File: config.mk
export PLATFORM = sky130hd
export DESIGN_NAME = gb3_ctrl
export DESIGN_NICKNAME = d
export VERILOG_FILES = /design/src/rtl/core/gaussian_blur_3x3_stream_macros.svh /design/src/rtl/core/gb3_pkg.sv /design/src/rtl/core/gb3_ctrl.sv
export SDC_FILE = /design/constraint.sdc
export NUM_CORES = 1
export LEC_CHECK = 0
export BUFFER_PORTS_ARGS = -buffer_cell sky130_fd_sc_hd__buf_4
export CAP_MARGIN = 10
export CORE_ASPECT_RATIO = 0.7
export CORE_UTILIZATION = 29
export CTS_BUF_LIST = sky130_fd_sc_hd__clkbuf_4
export CTS_CLUSTER_SIZE = 30
export DETAILED_ROUTE_END_ITERATION = 16
export SLEW_MARGIN = 25
export SYNTH_ARGS = -nofsm -noshare
export SYNTH_HDL_FRONTEND = slang
export SYNTH_SLANG_ARGS = --single-unit
File: constraint.sdc
create_clock -name clk_i -period 3.35 [get_ports clk_i]
set_input_delay 0.1675 -clock clk_i [delete_from_list [all_inputs] [get_ports clk_i]]
set_output_delay 0.1675 -clock clk_i [all_outputs]
set_load 0.02 [all_outputs]
File: src/rtl/core/gaussian_blur_3x3_stream_macros.svh
// assertion macros shared by the blur core
`ifndef GAUSSIAN_BLUR_3X3_STREAM_MACROS_SVH
`define GAUSSIAN_BLUR_3X3_STREAM_MACROS_SVH

// same-cycle implication, sampled on clk_i, quiet in reset
`define GB3_ASSERT_NOW(lbl, ante, cons, msg) \
  lbl: assert property (@(posedge clk_i) disable iff (!rst_ni) (ante) |-> (cons)) \
    else $error(msg);

// next-cycle implication
`define GB3_ASSERT_NEXT(lbl, ante, cons, msg) \
  lbl: assert property (@(posedge clk_i) disable iff (!rst_ni) (ante) |=> (cons)) \
    else $error(msg);

`endif

File: src/rtl/core/gb3_pkg.sv
// shared types and constants of the 3x3 blur core
`timescale 1ns / 1ps
package gb3_pkg;

  localparam int PIXEL_W        = 8;
  localparam int FRAME_WIDTH_W  = 12;
  localparam int FRAME_HEIGHT_W = 13;
  localparam int CFG_DATA_W     = 13;
  localparam int CFG_IDX_W      = 1;
  localparam int SUM_W          = 12;

  localparam int DEF_MAX_WIDTH  = 2048;
  localparam int DEF_MAX_HEIGHT = 4096;
  localparam int MIN_SIZE       = 3;

  localparam logic [FRAME_WIDTH_W-1:0]  RESET_WIDTH  = 12'd640;
  localparam logic [FRAME_HEIGHT_W-1:0] RESET_HEIGHT = 13'd480;

  typedef enum logic [CFG_IDX_W-1:0] {
    REG_FRAME_WIDTH  = 1'b0,
    REG_FRAME_HEIGHT = 1'b1
  } cfg_reg_e;

  // position flags of one word, settled when it is taken
  typedef struct packed {
    logic emit;
    logic frame_end;
  } pos_t;

endpackage

File: src/rtl/core/gb3_ctrl.sv
// size registers and raster position counters
`timescale 1ns / 1ps
module gb3_ctrl #(
  parameter int MAX_WIDTH  = gb3_pkg::DEF_MAX_WIDTH,
  parameter int MAX_HEIGHT = gb3_pkg::DEF_MAX_HEIGHT,
  parameter int CW         = $clog2(MAX_WIDTH),
  parameter int RW         = $clog2(MAX_HEIGHT)
) (
  input  logic                           clk_i,
  input  logic                           rst_ni,
  input  logic                           cfg_valid_i,
  output logic                           cfg_ready_o,
  input  logic [gb3_pkg::CFG_IDX_W-1:0]  cfg_index_i,
  input  logic [gb3_pkg::CFG_DATA_W-1:0] cfg_data_i,
  input  logic                           accept_i,
  output logic [CW-1:0]                  col_o,
  output gb3_pkg::pos_t                  pos_o
);
  import gb3_pkg::*;

  localparam int WW = (FRAME_WIDTH_W > CW + 1) ? FRAME_WIDTH_W : CW + 1;
  localparam int HW = (FRAME_HEIGHT_W > RW + 1) ? FRAME_HEIGHT_W : RW + 1;

  logic [FRAME_WIDTH_W-1:0]  width_q;
  logic [FRAME_HEIGHT_W-1:0] height_q;
  logic [CW-1:0]             col_q, col_d;
  logic [RW-1:0]             row_q, row_d;
  logic [WW-1:0]             w_raw, w_eff, col_next;
  logic [HW-1:0]             h_raw, h_eff, row_next;
  logic                      row_end, frame_end;

  assign cfg_ready_o = 1'b1;

  always_ff @(posedge clk_i or negedge rst_ni) begin
    if (!rst_ni) begin
      width_q  <= RESET_WIDTH;
      height_q <= RESET_HEIGHT;
    end else if (cfg_valid_i) begin
      unique case (cfg_reg_e'(cfg_index_i))
        REG_FRAME_WIDTH:  width_q  <= cfg_data_i[FRAME_WIDTH_W-1:0];
        REG_FRAME_HEIGHT: height_q <= cfg_data_i[FRAME_HEIGHT_W-1:0];
      endcase
    end
  end

  // clamp sizes into the supported range
  always_comb begin
    w_raw = WW'(width_q);
    h_raw = HW'(height_q);
    if (w_raw < WW'(MIN_SIZE)) begin
      w_eff = WW'(MIN_SIZE);
    end else if (w_raw > WW'(MAX_WIDTH)) begin
      w_eff = WW'(MAX_WIDTH);
    end else begin
      w_eff = w_raw;
    end
    if (h_raw < HW'(MIN_SIZE)) begin
      h_eff = HW'(MIN_SIZE);
    end else if (h_raw > HW'(MAX_HEIGHT)) begin
      h_eff = HW'(MAX_HEIGHT);
    end else begin
      h_eff = h_raw;
    end
  end

  assign col_next  = WW'(col_q) + WW'(1);
  assign row_next  = HW'(row_q) + HW'(1);
  assign row_end   = (col_next >= w_eff);
  assign frame_end = row_end && (row_next >= h_eff);

  always_comb begin
    col_d = col_q;
    row_d = row_q;
    if (row_end) begin
      col_d = '0;
      row_d = frame_end ? '0 : row_next[RW-1:0];
    end else begin
      col_d = col_next[CW-1:0];
    end
  end

  always_ff @(posedge clk_i or negedge rst_ni) begin
    if (!rst_ni) begin
      col_q <= '0;
      row_q <= '0;
    end else if (accept_i) begin
      col_q <= col_d;
      row_q <= row_d;
    end
  end

  assign col_o           = col_q;
  assign pos_o.emit      = (row_q >= RW'(2)) && (col_q >= CW'(2));
  assign pos_o.frame_end = frame_end;

endmodule

==> metrics <==
Switch Pwr 1030 µW; most frequent cell after synthesis nand2_1; I/O pins 32; grt ovf 0; worst path bufs/invs 2; CTS tree built; switching share of power 0.414; area share of the largest cell type after synthesis 0.332; setup TNS 0 ns; floorplan core area 0.0105 mm²; Die Y 89.4 µm; cell area after synthesis 0.00316 mm²; RSZ-0062 raised after global routing yes; Async SR Flop Fraction 1.00; Power Internal 1460 µW; synth-to-layout area growth 30.9%; DR vias/cell 5.04; HPWL after DPL 5990 µm; Flop pwr share 0.345; Seq/Total Area, Yosys 0.382; share of layout cells above drive strength 1 0.373; Crit path arrival time 3.09 ns; drt initial violations 164; reg2reg setup slack 0.15 ns; R2R cell count 11; combinational share of power 0.508; power per cell area 603 mW/mm²; Period minus WS final 3.26 ns; synth cell count leaders 47 x nand2_1, 42 x dfrtp_1, 29 x ha_1; RR Startpoint w_raw[8]; Main synth FF type dfrtp_1; endpoints failing setup 0; leading area contributor after synthesis dfrtp_1; multiplexer share of the synthesized area 0.0886; crit-path max FO 3; worst skew pair latency 0.39 ns; RePlAce Congestion 0.799; routed wire length 8310 µm; H-Tree Depth 2; Tot GR Track Use 0.149; vias in the first global route 2490; clock-pin slew on the worst setup and hold paths 0.16 ns; compound-gate portion of the synthesized area 0.137; Yosys reg bits 48; Max-Cap Viols 0; Cells after Synth 331; Final ANT Viol Nets 0; Adder-Cell Fraction of Synth Area 0.115; slowest library cell on the worst path dfrtp_1; drt first pass iters 4; f_max 0.307 GHz; post-DR wirelength/cell 15.8 µm; xor-xnor portion of the synthesized cell area 0.0471; DRC violations left 0; Synthesized Nets 378; CTS Buffer Depth 2; status finished, final reports clean; Final Max Slew Viols 0; kind of critical path flip-flop to output pin; Crit path largest cell delay 0.44 ns; Min Hold Slack 0.0218 ns; Die ar. 0.0113 mm²; Clock Skews 0.0273 ns; Setup crit end kind output pin; Worst setup SP type flip-flop; Post-Syn Area per Cell 9.55 µm²; Rel. slew slack 0.547; Root Buffer clkbuf_4; Inserted Diodes 0; Synth cell types 52; Post-Synth Simple-Gate Area 0.185; CP cell instances nor4_2 > nand3_2 > buf_6 > a21o_1 > ha_4 > a2111oi_4 > nor3_4 > or3_4 > and2_4 > buf_6; WHS Path Cells 2; Synth area leaders dfrtp_1 33%, ha_1 11%, mux2_2 8.5%; main combinational cell family by area after synthesis simple AND/OR/NAND/NOR gates; Post-synth EDFFs 0; Clock Sinks 48; hold endpoint h_raw[1]; routed via count 2652; Worst-Margin Slew 0.677 ns; first-pass GRT wire length 12900 µm; CP top delay family simple AND/OR/NAND/NOR gates; total clock buffers created by CTS 5; min-delay src cfg_data_i[1]; row cnt 31; Worst EP required 3.18 ns; Die Span X 127 µm; leak pwr 0.00185 µW; reg2reg end col_o[0]; Synthesis Warnings 0; Initial Utilization 0.302; type of the worst min-delay path primary input to flip-flop; clock network power share 0.147; worst vdd ir 288 µV; Final Hold Violating Endpoints 0; Period Utilization, post-route 0.972; most used cell, CP buf_6; port buffer count 30; largest net degree at the start of global routing 49; nets 440; antenna violations before repair 0
## cell usage in the layout, fill, tap and decap left out, types with 3 or more instances in the layout
cell type      Yosys  routed
ha_4               0       4
buf_4              2      58
a21o_1             3       3
nand4_1            4       4
xor2_1             5       4
nand3_1           17      11
a221o_1            4       4
o31ai_4            1       3
buf_6              0       3
dfrtp_2            0       6
ha_1              29      25
nor4_1            11       8
a22o_1             5       5
o21ai_2            1       3
mux2_2            24      24
nor2_1            20      18
o21a_1             3       3
dlygate4sd3_1      0       9
a21oi_1            9       5
nand2_1           47      47
nand3_2            0       5
inv_1             18      18
a21oi_2            0       4
nor4_2             1       3
o21ai_0           12       9
xnor2_1           12      11
dfrtp_1           42      36
clkbuf_4           0       5
dfstp_2            6       6
o22ai_1            3       3
## flip-flops by register name, indices dropped and copies added, names as in the netlist
signal / flops
row_q: 12
h_raw: 13
col_o: 11
w_raw: 12
## worst max-delay path by stage
stage / slack (ns) / cells past startpoint / endpoint / startpoint
CTS: 0.01 / 12 / pos_o[0] / col_o[1]
finish: 0.09 / 10 / pos_o[0] / w_raw[8]
detailed placement: 0.1 / 12 / pos_o[0] / col_o[1]
floorplan: 0.22 / 13 / pos_o[0] / col_o[1]
global placement: 0.10 / 12 / pos_o[0] / col_o[0]
global route: -0.05 / 10 / pos_o[0] / w_raw[8]
## metal layers
metal,global-route usage,part of all wire,wire [µm]
met3,0.0335,0.032,268
met4,0.0325,0.012,96
met2,0.206,0.40,3340
met5,0,0,0
met1,0.231,0.55,4610
## through the flow
stage | total power [µW] | setup WS, ns | instances | util | area (µm²)
after floorplan | 1530 | 0.222 | 331 | - | 3160
after global placement | 1830 | 0.103 | 487 | 0.339 | 3550
after detailed placement | 1870 | 0.0959 | 487 | 0.339 | 3550
after CTS | 2370 | 0.0118 | 510 | 0.368 | 3850
after global routing | 2650 | -0.0475 | 526 | 0.395 | 4140
final | 2490 | 0.0927 | 526 | 0.395 | 4140
## cell families after synthesis
| group | after synthesis |
|---|---|
| adders and majority gates | 29 |
| AOI/OAI and AO/OA | 58 |
| other | 1 |
| DFF | 48 |
| buffers and inverters | 34 |
| muxes | 25 |
| xor gates and xnor gates | 17 |
| and+or+nand+nor | 119 |
## area by class of cell
class | count | area, µm²
fillers | 1064 | 6330
flip-flops and latches | 48 | 1220
clock buffers | 5 | 37.5
well taps | 132 | 165
inverters | 19 | 71.3
clock inverters | 3 | 42.5
multi-input cells | 249 | 2050
repair buffers | 70 | 559
## power by group through the flow
stage               combinational (µW)  clock (µW)  sequential, µW
finish                            1270         366             861
global route                      1380         396             876
CTS                               1170         370             833
detailed placement                1010           0             854
global placement                   982           0             849
floorplan                          661           0             866
## repair_timing
item / CTS / global route
hold endpoints to repair: 45 / 8
pin swaps: 7 / 26
gates resized for setup: 23 / 30
setup endpoints to repair: 1 / 1
hold buffers: 4 / 5
setup buffers: 11 / 11
Power figures use the tool's default switching activity.
