===== src/rtl/core/gaussian_blur_3x3_stream_macros.svh =====
// assertion macros shared by the blur core
`ifndef GAUSSIAN_BLUR_3X3_STREAM_MACROS_SVH
`define GAUSSIAN_BLUR_3X3_STREAM_MACROS_SVH

// same-cycle implication, sampled on clk_i, quiet in reset
`define GB3_ASSERT_NOW(lbl, ante, cons, msg) \
  lbl: assert property (@(posedge clk_i) disable iff (!rst_ni) (ante) |-> (cons)) \
    else $error(msg);

// next-cycle implication
`define GB3_ASSERT_NEXT(lbl, ante, cons, msg) \
  lbl: assert property (@(posedge clk_i) disable iff (!rst_ni) (ante) |=> (cons)) \
    else $error(msg);

`endif


===== src/rtl/core/gb3_pkg.sv =====
// shared types and constants of the 3x3 blur core
`timescale 1ns / 1ps
package gb3_pkg;

  localparam int PIXEL_W        = 8;
  localparam int FRAME_WIDTH_W  = 12;
  localparam int FRAME_HEIGHT_W = 13;
  localparam int CFG_DATA_W     = 13;
  localparam int CFG_IDX_W      = 1;
  localparam int SUM_W          = 12;

  localparam int DEF_MAX_WIDTH  = 2048;
  localparam int DEF_MAX_HEIGHT = 4096;
  localparam int MIN_SIZE       = 3;

  localparam logic [FRAME_WIDTH_W-1:0]  RESET_WIDTH  = 12'd640;
  localparam logic [FRAME_HEIGHT_W-1:0] RESET_HEIGHT = 13'd480;

  typedef enum logic [CFG_IDX_W-1:0] {
    REG_FRAME_WIDTH  = 1'b0,
    REG_FRAME_HEIGHT = 1'b1
  } cfg_reg_e;

  // position flags of one word, settled when it is taken
  typedef struct packed {
    logic emit;
    logic frame_end;
  } pos_t;

endpackage


===== src/rtl/core/gb3_window.sv =====
// held word, 3x3 window registers, kernel sum and result register
`timescale 1ns / 1ps
module gb3_window #(
  parameter int CW = $clog2(gb3_pkg::DEF_MAX_WIDTH)
) (
  input  logic                        clk_i,
  input  logic                        rst_ni,
  input  logic                        accept_i,
  input  logic [gb3_pkg::PIXEL_W-1:0] pixel_i,
  input  logic [CW-1:0]               col_i,
  input  gb3_pkg::pos_t               pos_i,
  input  logic [gb3_pkg::PIXEL_W-1:0] top_i,
  input  logic [gb3_pkg::PIXEL_W-1:0] mid_i,
  output logic                        busy_o,
  output logic                        held_o,
  output logic                        we_o,
  output logic [CW-1:0]               waddr_o,
  output logic [gb3_pkg::PIXEL_W-1:0] upper_wdata_o,
  output logic [gb3_pkg::PIXEL_W-1:0] middle_wdata_o,
  output logic                        out_valid_o,
  input  logic                        out_stall_i,
  output logic [gb3_pkg::PIXEL_W-1:0] blurred_pixel_o,
  output logic                        frame_done_o
);
  import gb3_pkg::*;

  logic               held_q;
  logic [PIXEL_W-1:0] pix_q;
  logic [CW-1:0]      col_q;
  pos_t               pos_q;
  logic [PIXEL_W-1:0] win_q [6];
  logic               out_valid_q;
  logic [PIXEL_W-1:0] blur_q;
  logic               done_q;
  logic               out_free, advance;
  logic [SUM_W-1:0]   sum;

  assign out_free = !out_valid_q || !out_stall_i;
  assign advance  = held_q && (!pos_q.emit || out_free);
  assign busy_o   = held_q && !advance;
  assign held_o   = held_q;

  // read data of the line stores belongs to the held word
  assign we_o           = advance;
  assign waddr_o        = col_q;
  assign upper_wdata_o  = mid_i;
  assign middle_wdata_o = pix_q;

  // 1 2 1 / 2 4 2 / 1 2 1, columns c-2 (win 3..5), c-1 (win 0..2), c (top, mid, pixel)
  assign sum = SUM_W'(win_q[3]) + (SUM_W'(win_q[0]) << 1) + SUM_W'(top_i)
             + (SUM_W'(win_q[4]) << 1) + (SUM_W'(win_q[1]) << 2) + (SUM_W'(mid_i) << 1)
             + SUM_W'(win_q[5]) + (SUM_W'(win_q[2]) << 1) + SUM_W'(pix_q);

  always_ff @(posedge clk_i or negedge rst_ni) begin
    if (!rst_ni) begin
      held_q <= 1'b0;
    end else if (accept_i) begin
      held_q <= 1'b1;
    end else if (advance) begin
      held_q <= 1'b0;
    end
  end

  always_ff @(posedge clk_i) begin
    if (accept_i) begin
      pix_q <= pixel_i;
      col_q <= col_i;
      pos_q <= pos_i;
    end
  end

  always_ff @(posedge clk_i or negedge rst_ni) begin
    if (!rst_ni) begin
      for (int i = 0; i < 6; i++) begin
        win_q[i] <= '0;
      end
    end else if (advance) begin
      win_q[3] <= win_q[0];
      win_q[4] <= win_q[1];
      win_q[5] <= win_q[2];
      win_q[0] <= top_i;
      win_q[1] <= mid_i;
      win_q[2] <= pix_q;
    end
  end

  always_ff @(posedge clk_i or negedge rst_ni) begin
    if (!rst_ni) begin
      out_valid_q <= 1'b0;
    end else if (advance && pos_q.emit) begin
      out_valid_q <= 1'b1;
    end else if (!out_stall_i) begin
      out_valid_q <= 1'b0;
    end
  end

  always_ff @(posedge clk_i) begin
    if (advance && pos_q.emit) begin
      blur_q <= sum[SUM_W-1:SUM_W-PIXEL_W];
      done_q <= pos_q.frame_end;
    end
  end

  assign out_valid_o     = out_valid_q;
  assign blurred_pixel_o = blur_q;
  assign frame_done_o    = done_q;

endmodule


===== config.mk =====
export PLATFORM = sky130hd
export DESIGN_NAME = gb3_window
export DESIGN_NICKNAME = d
export VERILOG_FILES = /design/src/rtl/core/gaussian_blur_3x3_stream_macros.svh /design/src/rtl/core/gb3_pkg.sv /design/src/rtl/core/gb3_window.sv
export SDC_FILE = /design/constraint.sdc
export NUM_CORES = 1
export LEC_CHECK = 0
export ABC_AREA = 1
export BUFFER_PORTS_ARGS = -buffer_cell sky130_fd_sc_hd__buf_2
export CAP_MARGIN = 20
export CORE_UTILIZATION = 40
export CTS_CLUSTER_SIZE = 20
export DETAILED_ROUTE_END_ITERATION = 12
export PLACE_DENSITY_LB_ADDON = 0.08
export SYNTH_ARGS = -nofsm -noshare
export SYNTH_HDL_FRONTEND = slang
export SYNTH_SLANG_ARGS = --single-unit

===== constraint.sdc =====
create_clock -name clk_i -period 7.09 [get_ports clk_i]
set_clock_uncertainty 0.05 [all_clocks]
set_input_delay 2.127 -clock clk_i [delete_from_list [all_inputs] [get_ports clk_i]]
set_output_delay 2.127 -clock clk_i [all_outputs]
set_load 0.02 [all_outputs]

==> impl_summary.log <==
INFO  metric run_status = completed
INFO  metric power.density_cell_area = about 560 nW/um2
INFO  metric cts.hold.buffers_added = 0
INFO  metric holdPathStages = 0
INFO  metric synth_enable_flop_cells = 30
INFO  metric tritoncts_num_sinks = 80
INFO  metric period_needed = 5.50 ns
INFO  metric cts_max_path_buffers = 2
INFO  metric achievable-frequency = approximately 0.18 GHz
INFO  metric antenna_violations_before_repair = 0
INFO  metric synth.yosys.warnings = 0
INFO  metric ys_types = 25
INFO  metric cts_max_level = 3
INFO  metric drtAntennaViolNets = 0
INFO  metric grt_max_degree = 66
INFO  metric firstDrtPassIters = 4
INFO  metric post_cts.repair.setup_buffers = 0
INFO  metric required = approximately 7.1 ns
INFO  metric num_vias = 2877
INFO  metric unrepaired_setup_endpoints_after_global_routing = false
INFO  metric worst_ep_arrival = approximately 5.5 ns
INFO  metric port_buffers = 80
INFO  metric top_layer = met4
INFO  metric routedWlPerCell = 12.1 um
INFO  metric share_clk_of_total_power = ~15%
INFO  metric floorplan.initialDensity = 41.2%
INFO  metric maxSlewViolCount = 0
INFO  metric vdd_drop_max = 0.336 mV
INFO  metric detailedRoute.firstIterationViolations = between 60 and 70
INFO  metric area.sequential = 2150 um2
INFO  metric seq_area_frac_synth = 45.7%
INFO  metric grt_pass1_wl = 13.9 mm
INFO  metric dieHeight = between 100 and 150 um
INFO  metric report.final.setup_viol = 0
INFO  metric share_seq_of_total_power = 23.8%
INFO  metric num_antenna_cells = 0
INFO  metric report.final.hold_viol_count = 0
INFO  metric wirelength = about 8 mm
INFO  metric synth_flop_cell = sky130_fd_sc_hd__dfrtp_1
INFO  metric max_cap_viol_count = 0
INFO  metric layout.nets = 611
INFO  metric ctsRootBufferMaster = sky130_fd_sc_hd__clkbuf_16
INFO  metric fillCellCount = 1138
INFO  metric tritoncts_clock_tree = built
INFO  metric std_cell_rows = 39
INFO  metric combined_area_of_all_synthesized_cells = ~4700 um2
INFO  metric criticalPathCategory = input port to register
INFO  metric synth_common_cells = sky130_fd_sc_hd__nand2_1, sky130_fd_sc_hd__inv_1, sky130_fd_sc_hd__fa_1, sky130_fd_sc_hd__dfrtp_1, sky130_fd_sc_hd__edfxtp_1
INFO  metric wl_met1 = 3.55 mm
INFO  metric critPathMaxFanout = 3
INFO  metric layout-drive-gt1-share = 24.8%
INFO  metric area_used_by_multi_input_combinational_logic = 2010 um2
INFO  metric cp-end-kind = register
INFO  metric drc = 0
INFO  metric cts.repair.resized = 0
INFO  metric detailroute.wirelength.met2 = 3.96 mm
INFO  metric placeableCoreArea = around 11000 um2
INFO  metric max-slew-margin-rel = 47.1%
INFO  metric route.met3.wl = 311 um
INFO  metric ys_seq_elements = 80
INFO  metric synth_area_per_cell = 11.0 um2
INFO  metric power.share.switching = 44.3%
INFO  metric intPower = 1.68 mW
INFO  metric utilization = 47.4%
INFO  metric worstRegToRegCells = 14
INFO  metric cellLeakagePower = 2.81 nW
INFO  metric global_route.overflow_total = 0
INFO  metric synth_top_area_share = 26.6%
INFO  metric gpl.final_weighted_congestion = 0.776
INFO  metric synth_async_sr_flop_share = 62.5%
INFO  metric numCtsBuffers = 9
INFO  metric dp_hpwl = 5.93 mm
INFO  metric clk_latency = 0.34 ns
INFO  metric setup.worst_path.start_class = input port
INFO  metric clkSlewWorstSetupHoldPaths = 0.06 ns
INFO  metric yosysTopAreaCell = sky130_fd_sc_hd__dfrtp_1
INFO  metric comb_power_share = 61.5%
INFO  metric total_i_o_pin_count = 81
INFO  metric worst_hold_path_type = register to register
INFO  metric die_area = 12200 um2
INFO  metric first_global_vias = 3008
INFO  metric synth_top_cells_by_area = sky130_fd_sc_hd__dfrtp_1, sky130_fd_sc_hd__fa_1, sky130_fd_sc_hd__edfxtp_1, sky130_fd_sc_hd__nand2_1, sky130_fd_sc_hd__inv_1
INFO  metric worst_slew_pin_tran = roughly 0.79 ns
INFO  metric fraction_of_the_cycle_the_final_worst_path_needs = 77.6%
INFO  metric viasPerCell = 4.41
INFO  metric syn_to_final_growth = 15.0%
INFO  metric total_switching_power = 1.33 mW
INFO  metric post-synth-top-count-cell = sky130_fd_sc_hd__nand2_1
INFO  metric grt_usage = 14.6%
INFO  metric syn_nets = approximately 540
INFO  metric setup-tns-final = 0 ns
INFO  metric cell_count_after_synthesis = 429
INFO  metric chipWidth = between 100 and 150 um
[cells by family after synthesis]
family	share of synthesized area [%]
flip-flops	45.7
adder cells (fa/ha/maj)	25.6
buffers and inverters	11.6
AND/OR/NAND/NOR	10.5
AO/OA/AOI/OAI	6.04
XOR/XNOR	0.558
[stage by stage]
step,instance area [um2],hold WS [ns],setup WS (ns),instances,power (mW)
after floorplan,4710,0.350,1.48,429,2.23
after global placement,5130,0.352,1.23,637,2.61
after detailed placement,5130,0.359,1.20,637,2.62
after CTS,5410,0.373,1.57,652,3.09
after global routing,5410,0.395,1.41,652,3.40
final,5410,0.372,1.59,652,3.01
[critical path, stage by stage]
cell                      delay (ns)
sky130_fd_sc_hd__buf_2          0.08
sky130_fd_sc_hd__inv_1          0.06
sky130_fd_sc_hd__fa_1           0.54
sky130_fd_sc_hd__inv_1          0.06
sky130_fd_sc_hd__fa_1           0.52
sky130_fd_sc_hd__fa_1           0.52
sky130_fd_sc_hd__fa_1           0.55
sky130_fd_sc_hd__inv_1          0.04
sky130_fd_sc_hd__nor2_1         0.12
sky130_fd_sc_hd__nand2_1        0.09
sky130_fd_sc_hd__fa_1           0.41
sky130_fd_sc_hd__o21ai_2        0.21
sky130_fd_sc_hd__nand2_1        0.09
sky130_fd_sc_hd__nand3_1        0.08
sky130_fd_sc_hd__nand2_1        0.05
[registers in the layout (all words and copies together) (netlist names)]
signal / count
held_o: 1
win_q: 48
blurred_pixel_o: 8
middle_wdata_o: 8
out_valid_o: 1
pos_q: 2
frame_done_o: 1
waddr_o: 11
[area by class of cell]
cell class                      instances  area share (%)
Inverter                               99            6.87
Tap cell                              143            3.31
Multi-Input combinational cell        232            37.1
Timing Repair Buffer                   83            7.81
Clock inverter                          5           0.902
Sequential cell                        80            39.8
Clock buffer                           10            4.23
[power by group through the flow]
stage / registers, mW / clock network (mW) / logic, mW
2_1_floorplan: 0.761 / 0 / 1.46
3_3_place_gp: 0.724 / 0 / 1.88
3_5_place_dp: 0.728 / 0 / 1.89
4_1_cts: 0.719 / 0.459 / 1.91
5_1_grt: 0.728 / 0.477 / 2.19
6_report: 0.716 / 0.442 / 1.85
[worst paths after layout]
kind | start | endpoint | slack [ns]
max | top_i[3] | blurred_pixel_o[7] | 1.59
min | pos_q[0] | frame_done_o | 0.37
max reg2reg | middle_wdata_o[3] | blurred_pixel_o[7] | 3.17
min reg2reg | pos_q[0] | frame_done_o | 0.37
max in group asynchronous | rst_ni | win_q[37] | 4.70
min in group asynchronous | rst_ni | win_q[25] | 1.86
[routing by layer]
metal	vias up	GRT usage, %
met1	1394	18.6
met5	-	0
met3	7	4.88
met2	52	23.6
li1	1424	-
met4	0	4.53
[layout by cell type, fill, tap and decap left out]
master / netlist / final
sky130_fd_sc_hd__a21o_1: 1 / 1
sky130_fd_sc_hd__a21oi_1: 4 / 4
sky130_fd_sc_hd__buf_2: 2 / 80
sky130_fd_sc_hd__buf_4: 8 / 3
sky130_fd_sc_hd__bufinv_16: 0 / 1
sky130_fd_sc_hd__clkbuf_1: 0 / 1
sky130_fd_sc_hd__clkbuf_16: 0 / 9
sky130_fd_sc_hd__clkinv_1: 0 / 1
sky130_fd_sc_hd__clkinv_2: 0 / 3
sky130_fd_sc_hd__dfrtp_1: 50 / 50
sky130_fd_sc_hd__edfxtp_1: 30 / 30
sky130_fd_sc_hd__fa_1: 52 / 52
sky130_fd_sc_hd__ha_1: 13 / 13
sky130_fd_sc_hd__inv_1: 98 / 98
sky130_fd_sc_hd__inv_2: 1 / 1
sky130_fd_sc_hd__nand2_1: 105 / 105
sky130_fd_sc_hd__nand2_2: 6 / 6
sky130_fd_sc_hd__nand3_1: 5 / 5
sky130_fd_sc_hd__nand3_2: 1 / 1
sky130_fd_sc_hd__nor2_1: 6 / 6
sky130_fd_sc_hd__o21a_1: 1 / 1
sky130_fd_sc_hd__o21ai_0: 5 / 5
sky130_fd_sc_hd__o21ai_1: 8 / 8
sky130_fd_sc_hd__o21ai_2: 21 / 21
sky130_fd_sc_hd__or2_2: 1 / 1
sky130_fd_sc_hd__xnor2_1: 1 / 1
sky130_fd_sc_hd__xor2_1: 2 / 2
No activity file was read; power rests on OpenSTA's default activity.
